`config.mk`:
```
export PLATFORM = sky130hd
export DESIGN_NAME = ring_copy_pointer_manager_unit_flat
export DESIGN_NICKNAME = d
export VERILOG_FILES = /design/src/rtl/core/rcpm_pkg.sv /design/src/rtl/core/rcpm_if.sv /design/src/rtl/core/rcpm_calc.sv /design/src/rtl/core/ring_copy_pointer_manager_unit.sv /design/src/flat_wrapper.sv
export VERILOG_INCLUDE_DIRS = /design/src /design/src/rtl/core
export SDC_FILE = /design/constraint.sdc
export NUM_CORES = 1
export LEC_CHECK = 0
export ABC_AREA = 1
export BUFFER_PORTS_ARGS = -buffer_cell sky130_fd_sc_hd__buf_4
export CORE_MARGIN = 2
export CORE_UTILIZATION = 45
export CTS_CLUSTER_SIZE = 25
export DETAILED_ROUTE_END_ITERATION = 8
export PLACE_DENSITY = 0.6
export RECOVER_POWER = 100
export SLEW_MARGIN = 20
export SYNTH_ARGS = -nofsm -noshare
export SYNTH_HDL_FRONTEND = slang
export SYNTH_SLANG_ARGS = --single-unit
```
`constraint.sdc`:
```
create_clock -name clk -period 14.15 [get_ports clk]
set_clock_uncertainty 0.1 [all_clocks]
set_input_delay 2.83 -clock clk [delete_from_list [all_inputs] [get_ports clk]]
set_output_delay 2.83 -clock clk [all_outputs]
set_load 0.01 [all_outputs]
```
`src/rtl/core/ring_copy_pointer_manager_unit_macros.svh`:
```
// Assertion macros for the ring copy pointer manager.
// Used by the top level only; needs no package.
`ifndef RING_COPY_POINTER_MANAGER_UNIT_MACROS_SVH
`define RING_COPY_POINTER_MANAGER_UNIT_MACROS_SVH

// Check that cons holds in the same cycle as ante.
`define RCPM_ASSERT_NOW(label, clk, rst_n, ante, cons, msg) \
  label: assert property (@(posedge clk) disable iff (!rst_n) (ante) |-> (cons)) \
    else $error(msg);

// Check that cons holds in the cycle after ante.
`define RCPM_ASSERT_NEXT(label, clk, rst_n, ante, cons, msg) \
  label: assert property (@(posedge clk) disable iff (!rst_n) (ante) |=> (cons)) \
    else $error(msg);

`endif

```
`src/rtl/core/rcpm_pkg.sv`:
```
// Shared types and constants for the ring copy pointer manager.
// No dependencies.
`default_nettype none

package rcpm_pkg;

  // Device ring size in dwords; the dword counters are CNT_W bits wide.
  localparam int RING_DWORDS = 1024;
  localparam int SRC_BYTES_DEF = 4096;
  localparam int DST_BYTES_DEF = 8192;

  // Field widths.
  localparam int ACT_W = 2;
  localparam int CNT_W = 10;
  localparam int REQ_W = 14;
  localparam int ST_W = 2;
  localparam int OFF_W = 13;
  localparam int LEN_W = 14;

  // Action codes.
  localparam logic [ACT_W-1:0] ACT_FILL  = 2'd0;
  localparam logic [ACT_W-1:0] ACT_DRAIN = 2'd1;
  localparam logic [ACT_W-1:0] ACT_RESET = 2'd2;

  // Status codes.
  localparam logic [ST_W-1:0] ST_OK       = 2'd0;
  localparam logic [ST_W-1:0] ST_NONE     = 2'd1;
  localparam logic [ST_W-1:0] ST_OVERFLOW = 2'd2;

  typedef struct packed {
    logic [ACT_W-1:0] action;
    logic [CNT_W-1:0] write_count;
    logic [CNT_W-1:0] read_count;
    logic [REQ_W-1:0] request_length;
  } req_t;

  typedef struct packed {
    logic [ST_W-1:0]  status;
    logic [OFF_W-1:0] from_offset;
    logic [OFF_W-1:0] to_offset;
    logic [LEN_W-1:0] length;
    logic [CNT_W-1:0] new_read_count;
  } res_t;

endpackage

`default_nettype wire

```
`src/rtl/core/rcpm_if.sv`:
```
// Valid/ready channel interfaces for the request and result sides.
// Depends on rcpm_pkg for field widths.
`default_nettype none

interface rcpm_in_if;
  logic                         valid;
  logic                         ready;
  logic [rcpm_pkg::ACT_W-1:0]   action;
  logic [rcpm_pkg::CNT_W-1:0]   write_count;
  logic [rcpm_pkg::CNT_W-1:0]   read_count;
  logic [rcpm_pkg::REQ_W-1:0]   request_length;

  modport source (output valid, action, write_count, read_count, request_length,
                  input ready);
  modport sink (input valid, action, write_count, read_count, request_length,
                output ready);
endinterface

interface rcpm_out_if;
  logic                         valid;
  logic                         ready;
  logic [rcpm_pkg::ST_W-1:0]    status;
  logic [rcpm_pkg::OFF_W-1:0]   from_offset;
  logic [rcpm_pkg::OFF_W-1:0]   to_offset;
  logic [rcpm_pkg::LEN_W-1:0]   length;
  logic [rcpm_pkg::CNT_W-1:0]   new_read_count;

  modport source (output valid, status, from_offset, to_offset, length, new_read_count,
                  input ready);
  modport sink (input valid, status, from_offset, to_offset, length, new_read_count,
                output ready);
endinterface

`default_nettype wire

```
`src/rtl/core/rcpm_calc.sv`:
```
// Combinational pointer arithmetic for one fill, drain or reset request.
// Depends on rcpm_pkg.
`default_nettype none

module rcpm_calc #(
  parameter int SRC_BYTES = rcpm_pkg::SRC_BYTES_DEF,
  parameter int DST_BYTES = rcpm_pkg::DST_BYTES_DEF,
  parameter int SRC_W = $clog2(SRC_BYTES),
  parameter int DST_W = $clog2(DST_BYTES)
) (
  input  rcpm_pkg::req_t   req,
  input  logic [SRC_W-1:0] src_tail,
  input  logic [DST_W-1:0] dst_head,
  input  logic [DST_W-1:0] dst_tail,
  output rcpm_pkg::res_t   res,
  output logic [SRC_W-1:0] src_tail_nxt,
  output logic [DST_W-1:0] dst_head_nxt,
  output logic [DST_W-1:0] dst_tail_nxt
);
  import rcpm_pkg::*;

  // Working width: covers ring sizes plus one, 4 * RING_DWORDS and the request.
  localparam int LEN4_W = $clog2(4 * RING_DWORDS + 1);
  localparam int MA_W = (SRC_W > DST_W) ? SRC_W : DST_W;
  localparam int MB_W = (LEN4_W > REQ_W) ? LEN4_W : REQ_W;
  localparam int CW = ((MA_W + 1 > MB_W) ? MA_W + 1 : MB_W) + 1;

  logic          empty;
  logic [CW-1:0] rc_w, wc_w, st_w, req_w;
  logic [CW-1:0] dh_e, dt_e, dh_w, dt_w;
  logic [CW-1:0] slen0, slen1, slen2;
  logic [CW-1:0] room, free_b, blen;
  logic [CW-1:0] st_sum, dh_sum, dt_sum, nrc_sum;

  // Size the fill and drain chunks
  always_comb begin
    rc_w  = CW'(req.read_count);
    wc_w  = CW'(req.write_count);
    req_w = CW'(req.request_length);
    st_w  = CW'(src_tail);
    dh_w  = CW'(dst_head);
    dt_w  = CW'(dst_tail);
    empty = (dst_head == dst_tail);
    // An empty destination ring restarts at offset zero
    dh_e  = empty ? '0 : dh_w;
    dt_e  = empty ? '0 : dt_w;

    // Source length from the device counters, wrapping writer handled to ring end
    if (rc_w > wc_w) begin
      slen0 = (rc_w >= CW'(RING_DWORDS)) ? '0 : ((CW'(RING_DWORDS) - rc_w) << 2);
    end else begin
      slen0 = (wc_w - rc_w) << 2;
    end
    slen1 = (st_w + slen0 > CW'(SRC_BYTES)) ? (CW'(SRC_BYTES) - st_w) : slen0;

    // Contiguous room and total free space, one byte kept free
    if (dt_e <= dh_e) begin
      room   = CW'(DST_BYTES) - dh_e;
      free_b = room + dt_e - CW'(1);
    end else begin
      room   = dt_e - dh_e;
      free_b = room - CW'(1);
    end
    slen2   = (slen1 > room) ? room : slen1;
    st_sum  = st_w + slen2;
    dh_sum  = dh_e + slen2;
    nrc_sum = rc_w + (slen2 >> 2);

    // Drain chunk: up to the head or the ring end, clipped by the request
    blen = (dt_w < dh_w) ? (dh_w - dt_w) : (CW'(DST_BYTES) - dt_w);
    if (req_w < blen) begin
      blen = req_w;
    end
    dt_sum = dt_w + blen;
  end

  // Select the result and the next pointers
  always_comb begin
    res          = '0;
    src_tail_nxt = src_tail;
    dst_head_nxt = dst_head;
    dst_tail_nxt = dst_tail;
    unique case (req.action)
      ACT_FILL: begin
        dst_head_nxt = DST_W'(dh_e);
        dst_tail_nxt = DST_W'(dt_e);
        if (slen1 == '0) begin
          res.status         = ST_NONE;
          res.new_read_count = req.read_count;
        end else if (slen1 > free_b) begin
          res.status         = ST_OVERFLOW;
          res.new_read_count = req.read_count;
        end else begin
          res.status      = ST_OK;
          res.from_offset = OFF_W'(src_tail);
          res.to_offset   = OFF_W'(dh_e);
          res.length      = LEN_W'(slen2);
          // RING_DWORDS spans the full counter, so the wrap is a truncation
          res.new_read_count = nrc_sum[CNT_W-1:0];
          src_tail_nxt = (st_sum == CW'(SRC_BYTES)) ? '0 : SRC_W'(st_sum);
          dst_head_nxt = (dh_sum == CW'(DST_BYTES)) ? '0 : DST_W'(dh_sum);
        end
      end
      ACT_DRAIN: begin
        if (empty) begin
          res.status = ST_NONE;
        end else begin
          res.status      = ST_OK;
          res.from_offset = OFF_W'(dst_tail);
          res.length      = LEN_W'(blen);
          dst_tail_nxt = (dt_sum == CW'(DST_BYTES)) ? '0 : DST_W'(dt_sum);
        end
      end
      ACT_RESET: begin
        res.status   = ST_OK;
        src_tail_nxt = '0;
        dst_head_nxt = '0;
        dst_tail_nxt = '0;
      end
      default: begin
        res.status = ST_NONE;
      end
    endcase
  end

endmodule

`default_nettype wire

```
`src/rtl/core/ring_copy_pointer_manager_unit.sv`:
```
// Top level of the ring copy pointer manager: request and result registers,
// pointer state. Depends on rcpm_pkg, rcpm_if, rcpm_calc and the macros header.
`default_nettype none
`include "ring_copy_pointer_manager_unit_macros.svh"

// Tracks the source tail, destination head and destination tail of a two-stage
// ring copy. Each request (fill, drain or reset) yields exactly one result.
// A request is registered when accepted and evaluated against the pointers while
// it is held; its result is registered in the same edge that updates the pointers,
// and one request is taken every cycle while results are taken. A held result
// stalls the input through a combinational path from out_res.ready to in_req.ready.
// The pointer update is a loop from the pointer registers through rcpm_calc and
// back, which sets the clock rate. No clearing is needed after reset.
module ring_copy_pointer_manager_unit #(
  parameter int SRC_BYTES = rcpm_pkg::SRC_BYTES_DEF,
  parameter int DST_BYTES = rcpm_pkg::DST_BYTES_DEF
) (
  input wire logic   clk,
  input wire logic   rst_n,
  rcpm_in_if.sink    in_req,
  rcpm_out_if.source out_res
);
  import rcpm_pkg::*;

  localparam int SRC_W = $clog2(SRC_BYTES);
  localparam int DST_W = $clog2(DST_BYTES);

  logic             in_v_r, in_v_nxt;
  req_t             in_req_r;
  logic             out_v_r, out_v_nxt;
  res_t             out_res_r;
  logic [SRC_W-1:0] src_tail_r, src_tail_nxt;
  logic [DST_W-1:0] dst_head_r, dst_head_nxt;
  logic [DST_W-1:0] dst_tail_r, dst_tail_nxt;
  res_t             calc_res;
  logic             move;
  logic             in_ready;

  // Advance the held request when the result register is free or draining
  assign move     = in_v_r && (!out_v_r || out_res.ready);
  assign in_ready = !in_v_r || move;

  always_comb begin
    in_v_nxt  = in_v_r;
    out_v_nxt = out_v_r;
    if (out_v_r && out_res.ready) begin
      out_v_nxt = 1'b0;
    end
    if (move) begin
      out_v_nxt = 1'b1;
      in_v_nxt  = 1'b0;
    end
    if (in_req.valid && in_ready) begin
      in_v_nxt = 1'b1;
    end
  end

  // Evaluate the held request against the current pointers
  rcpm_calc #(
    .SRC_BYTES (SRC_BYTES),
    .DST_BYTES (DST_BYTES),
    .SRC_W     (SRC_W),
    .DST_W     (DST_W)
  ) u_calc (
    .req          (in_req_r),
    .src_tail     (src_tail_r),
    .dst_head     (dst_head_r),
    .dst_tail     (dst_tail_r),
    .res          (calc_res),
    .src_tail_nxt (src_tail_nxt),
    .dst_head_nxt (dst_head_nxt),
    .dst_tail_nxt (dst_tail_nxt)
  );

  // Control and pointer state
  always_ff @(posedge clk) begin
    if (!rst_n) begin
      in_v_r     <= 1'b0;
      out_v_r    <= 1'b0;
      src_tail_r <= '0;
      dst_head_r <= '0;
      dst_tail_r <= '0;
    end else begin
      in_v_r  <= in_v_nxt;
      out_v_r <= out_v_nxt;
      if (move) begin
        src_tail_r <= src_tail_nxt;
        dst_head_r <= dst_head_nxt;
        dst_tail_r <= dst_tail_nxt;
      end
    end
  end

  // Capture request and result payloads
  always_ff @(posedge clk) begin
    if (in_req.valid && in_ready) begin
      in_req_r.action         <= in_req.action;
      in_req_r.write_count    <= in_req.write_count;
      in_req_r.read_count     <= in_req.read_count;
      in_req_r.request_length <= in_req.request_length;
    end
    if (move) begin
      out_res_r <= calc_res;
    end
  end

  // Drive the channels
  assign in_req.ready           = in_ready;
  assign out_res.valid          = out_v_r;
  assign out_res.status         = out_res_r.status;
  assign out_res.from_offset    = out_res_r.from_offset;
  assign out_res.to_offset      = out_res_r.to_offset;
  assign out_res.length         = out_res_r.length;
  assign out_res.new_read_count = out_res_r.new_read_count;

  // Pointers stay inside their rings
  `RCPM_ASSERT_NOW(a_ptr_range, clk, rst_n, 1'b1, (32'(src_tail_r) < SRC_BYTES) && (32'(dst_head_r) < DST_BYTES) && (32'(dst_tail_r) < DST_BYTES), "pointer out of ring")
  // A result that is not ok carries no length
  `RCPM_ASSERT_NOW(a_len_zero, clk, rst_n, out_v_r && (out_res_r.status != ST_OK), out_res_r.length == '0, "nonzero length on failed request")
  // A reset request clears every pointer
  `RCPM_ASSERT_NEXT(a_reset_clr, clk, rst_n, move && (in_req_r.action == ACT_RESET), (src_tail_r == '0) && (dst_head_r == '0) && (dst_tail_r == '0), "reset request left a pointer set")
  // An overflowing fill leaves the source pointer alone
  `RCPM_ASSERT_NEXT(a_ovf_hold, clk, rst_n, move && (calc_res.status == ST_OVERFLOW), $stable(src_tail_r), "source tail moved on overflow")

endmodule

`default_nettype wire

```
`src/flat_wrapper.sv`:
```
// flat-port wrapper written by rule: the top's interface ports become plain ports
module ring_copy_pointer_manager_unit_flat import rcpm_pkg::*;
#(
  parameter int SRC_BYTES = rcpm_pkg::SRC_BYTES_DEF,
  parameter int DST_BYTES = rcpm_pkg::DST_BYTES_DEF
)
  (clk, rst_n, in_req_valid, in_req_action, in_req_write_count, in_req_read_count, in_req_request_length, in_req_ready, out_res_valid, out_res_status, out_res_from_offset, out_res_to_offset, out_res_length, out_res_new_read_count, out_res_ready);
  rcpm_in_if in_req_i ();
  rcpm_out_if out_res_i ();
  input wire logic clk;
  input wire logic rst_n;
  input wire logic [$bits(in_req_i.valid)-1:0] in_req_valid;
  input wire logic [$bits(in_req_i.action)-1:0] in_req_action;
  input wire logic [$bits(in_req_i.write_count)-1:0] in_req_write_count;
  input wire logic [$bits(in_req_i.read_count)-1:0] in_req_read_count;
  input wire logic [$bits(in_req_i.request_length)-1:0] in_req_request_length;
  output wire logic [$bits(in_req_i.ready)-1:0] in_req_ready;
  output wire logic [$bits(out_res_i.valid)-1:0] out_res_valid;
  output wire logic [$bits(out_res_i.status)-1:0] out_res_status;
  output wire logic [$bits(out_res_i.from_offset)-1:0] out_res_from_offset;
  output wire logic [$bits(out_res_i.to_offset)-1:0] out_res_to_offset;
  output wire logic [$bits(out_res_i.length)-1:0] out_res_length;
  output wire logic [$bits(out_res_i.new_read_count)-1:0] out_res_new_read_count;
  input wire logic [$bits(out_res_i.ready)-1:0] out_res_ready;
  assign in_req_i.valid = in_req_valid;
  assign in_req_i.action = in_req_action;
  assign in_req_i.write_count = in_req_write_count;
  assign in_req_i.read_count = in_req_read_count;
  assign in_req_i.request_length = in_req_request_length;
  assign in_req_ready = in_req_i.ready;
  assign out_res_valid = out_res_i.valid;
  assign out_res_status = out_res_i.status;
  assign out_res_from_offset = out_res_i.from_offset;
  assign out_res_to_offset = out_res_i.to_offset;
  assign out_res_length = out_res_i.length;
  assign out_res_new_read_count = out_res_i.new_read_count;
  assign out_res_i.ready = out_res_ready;
  ring_copy_pointer_manager_unit #(.SRC_BYTES(SRC_BYTES), .DST_BYTES(DST_BYTES)) u_core (.clk(clk), .rst_n(rst_n), .in_req(in_req_i), .out_res(out_res_i));
endmodule
```
==> results.yml <==
hold_path:
  hold_class: "reg -> reg"
  hold_depth: 2
place:
  port_buffers: 93
  finalWeightedCongestion: 0.999
  dp_hpwl_mm: 33.2
  place_inst: 2321
sta:
  period_needed_ps: 11240
  fin_tns_setup_ps: 0
  maxSlewViolCount: 85
  max_slew_margin_pct: -65.0
  fmax_mhz: 89.0
  finalCritPeriodShare_pct: 79.4
  hold_viol: 0
  setup_viol: 0
  rsz0062_at_grt: "false"
  worstMarginPinSlew_ps: 2450
die:
  io_pins: 94
  core_area_mm2: 0.0295
  rows: 63
  start_util_pct: 45.6
  die_x_um: 177
  die_area_mm2: 0.0312
  die_h_um: 177
yosys:
  synth_area_mm2: 0.0134
  yosysSeqAreaShare_pct: 25.6
  ys.flop_type: "edfxtp_1"
  avgSynthCellArea_um2: 7.17
  synth_top_cell_by_area: "edfxtp_1"
  yosys_register_bits: 128
  syn_inst: 1872
  async_flop_share_pct: 0
  synth_edf_count: 88
  ys_warn_count: 0
  synth_top_cell_area_share_pct: 19.7
  yosys.cell_types.count: 55
  synth.area.top_cells: "edfxtp_1 (20%), ha_1 (16%), nand2_1 (12%)"
  synthesis.nets: 2088
clock_tree:
  htreeDepth: 4
  cts_buffers: 17
  clk_pin_slew_worst_paths_ps: 60
  clock_sinks: 128
  clock_latency_ps: 440
  cts_tree: "yes"
  clockBufferDepth: 2
  root_buffer: "clkbuf_16"
  cts-resized-gates: 0
  postCtsSetupRepairBufs: 0
  ctsHoldBuffers: 0
routing:
  drt_iter0_markers: 1166
  dr.pass1.iters: 7
  drcViolationCount: 0
  detail-route-antenna-nets: 0
  wl_mm: 41.9
  vias: 12901
  viasPerCell: 5.48
  avgRoutedWirePerCell_um: 17.8
global_route:
  grt_max_degree: 37
  gr-usage-all-layers_pct: 27.2
  grt_pass1_vias: 12065
  grt.overflow.total: 0
  grt_pass1_wl_mm: 65.4
  grt_antenna_before_repair: 0
job:
  maxCapViolCount: 3
critical_path:
  r2r-start: "u_core.dst_tail_r[12]"
  reg2reg_slack_ps: 2910
  path_common_cell: "nand2_1"
  worstPathRequired_ps: 14330
  crit_fanout: 34
  startpoint: "u_core.dst_tail_r[12]"
  cp-start-kind: "flop"
  worst_path_max_delay_cell: "nand4_1"
  worstSetupPathType: "reg -> reg"
  arrival_ps: 11420
  reg2reg_depth: 39
  cp-endpoint: "u_core.dst_head_r[12]"
  timing.rr.end: "u_core.dst_head_r[12]"
  end_kind: "flop"
  slowest_delay_ps: 940
layout:
  mostFrequentLayoutCells: "nand2_1 (434), inv_1 (270), ha_1 (167)"
  layout_commonest_cell: "nand2_1"
  drive_gt1_share_pct: 8.46
  syn2layout_area_growth_pct: 9.53
  nets: 2166
  utilization_pct: 49.9
  stdcell_count: 2354
status:
  violations: "max-capacitance violations, max-slew violations"
  status: "complete, but fails checks"
[through the flow]
stage | setup WS (ps) | cell area (µm²) | hold WS [ps]
6_report | 2910 | 14700 | 370
5_1_grt | 2070 | 14700 | 396
4_1_cts | 4670 | 15000 | 369
3_5_place_dp | 4700 | 14400 | 360
3_3_place_gp | 4780 | 14400 | 357
2_1_floorplan | 6690 | 13400 | 345
[synth_stat cells, types with 17 or more instances]
master    number
dfxtp_1       40
inv_1        266
nand4_1       36
o21bai_1      17
nand2_2       24
a21oi_1      128
o21ai_1       28
a31oi_1       20
edfxtp_1      88
xor2_1        53
nand3_1      105
o21ai_0       94
nor2_2        21
nor3_1        17
nand2_1      432
nor2_1       126
xnor2_1       29
ha_1         167
[cells by family after synthesis]
family / after synthesis / share of synthesized area (%)
compound gates: 354 / 15.5
xor+xnor: 82 / 5.35
fa+ha+maj: 176 / 16.9
buf+inv: 321 / 9.61
flops: 128 / 25.6
mux: 2 / 0.149
simple gates: 809 / 26.8
[final cells by class]
type	count	area, µm²
multi-input cells	1423	8590
fillers	3029	14800
flip-flops and latches	128	3440
diodes	1	2.50
well taps	390	488
repair buffers	98	522
clock buffers	18	429
clock inverters	14	180
inverters	282	1060
[flip-flops by register name (all words and copies together) (netlist names)]
name and flops:
u_core.out_res.length 14, u_core.out_res.to_offset 13, u_core.dst_tail_r 13, u_core.in_req_r 36
u_core.out_res.new_read_count 10, u_core.out_res.valid 1, u_core.dst_head_r 13, u_core.in_v_r 1
u_core.src_tail_r 12, u_core.out_res.from_offset 13, u_core.out_res.status 2
[worst max-delay path: cells and delay by family (launching register included)]
kind,cells,cell delay [ps]
simple gates,17,3920
compound gates,10,2410
buf+inv,7,2180
fa+ha+maj,4,1760
flops,1,490
xor+xnor,1,180
[per-layer routing]
| metal | vias up | track usage, % | wire length (µm) |
|---|---|---|---|
| li1 | 6405 | - | - |
| met1 | 5921 | 38.8 | 19400 |
| met2 | 498 | 40.0 | 17500 |
| met3 | 77 | 3.78 | 3020 |
| met4 | 0 | 13.5 | 1970 |
| met5 | - | 0 | 0 |
[how the worst min path moves through the flow]
stage	slack, ps	start	end
after floorplan	350	u_core.dst_head_r[0]	u_core.dst_head_r[0]
after global placement	360	u_core.dst_head_r[0]	u_core.dst_head_r[0]
after detailed placement	360	u_core.dst_head_r[0]	u_core.dst_head_r[0]
after global routing	400	u_core.dst_head_r[0]	u_core.dst_head_r[0]
after CTS	370	u_core.dst_head_r[0]	u_core.dst_head_r[0]
final	370	u_core.dst_head_r[0]	u_core.dst_head_r[0]
Power is left out: the tool's default activity adds up to more than one toggle a clock period on the data nets, which glitch-free logic cannot reach.
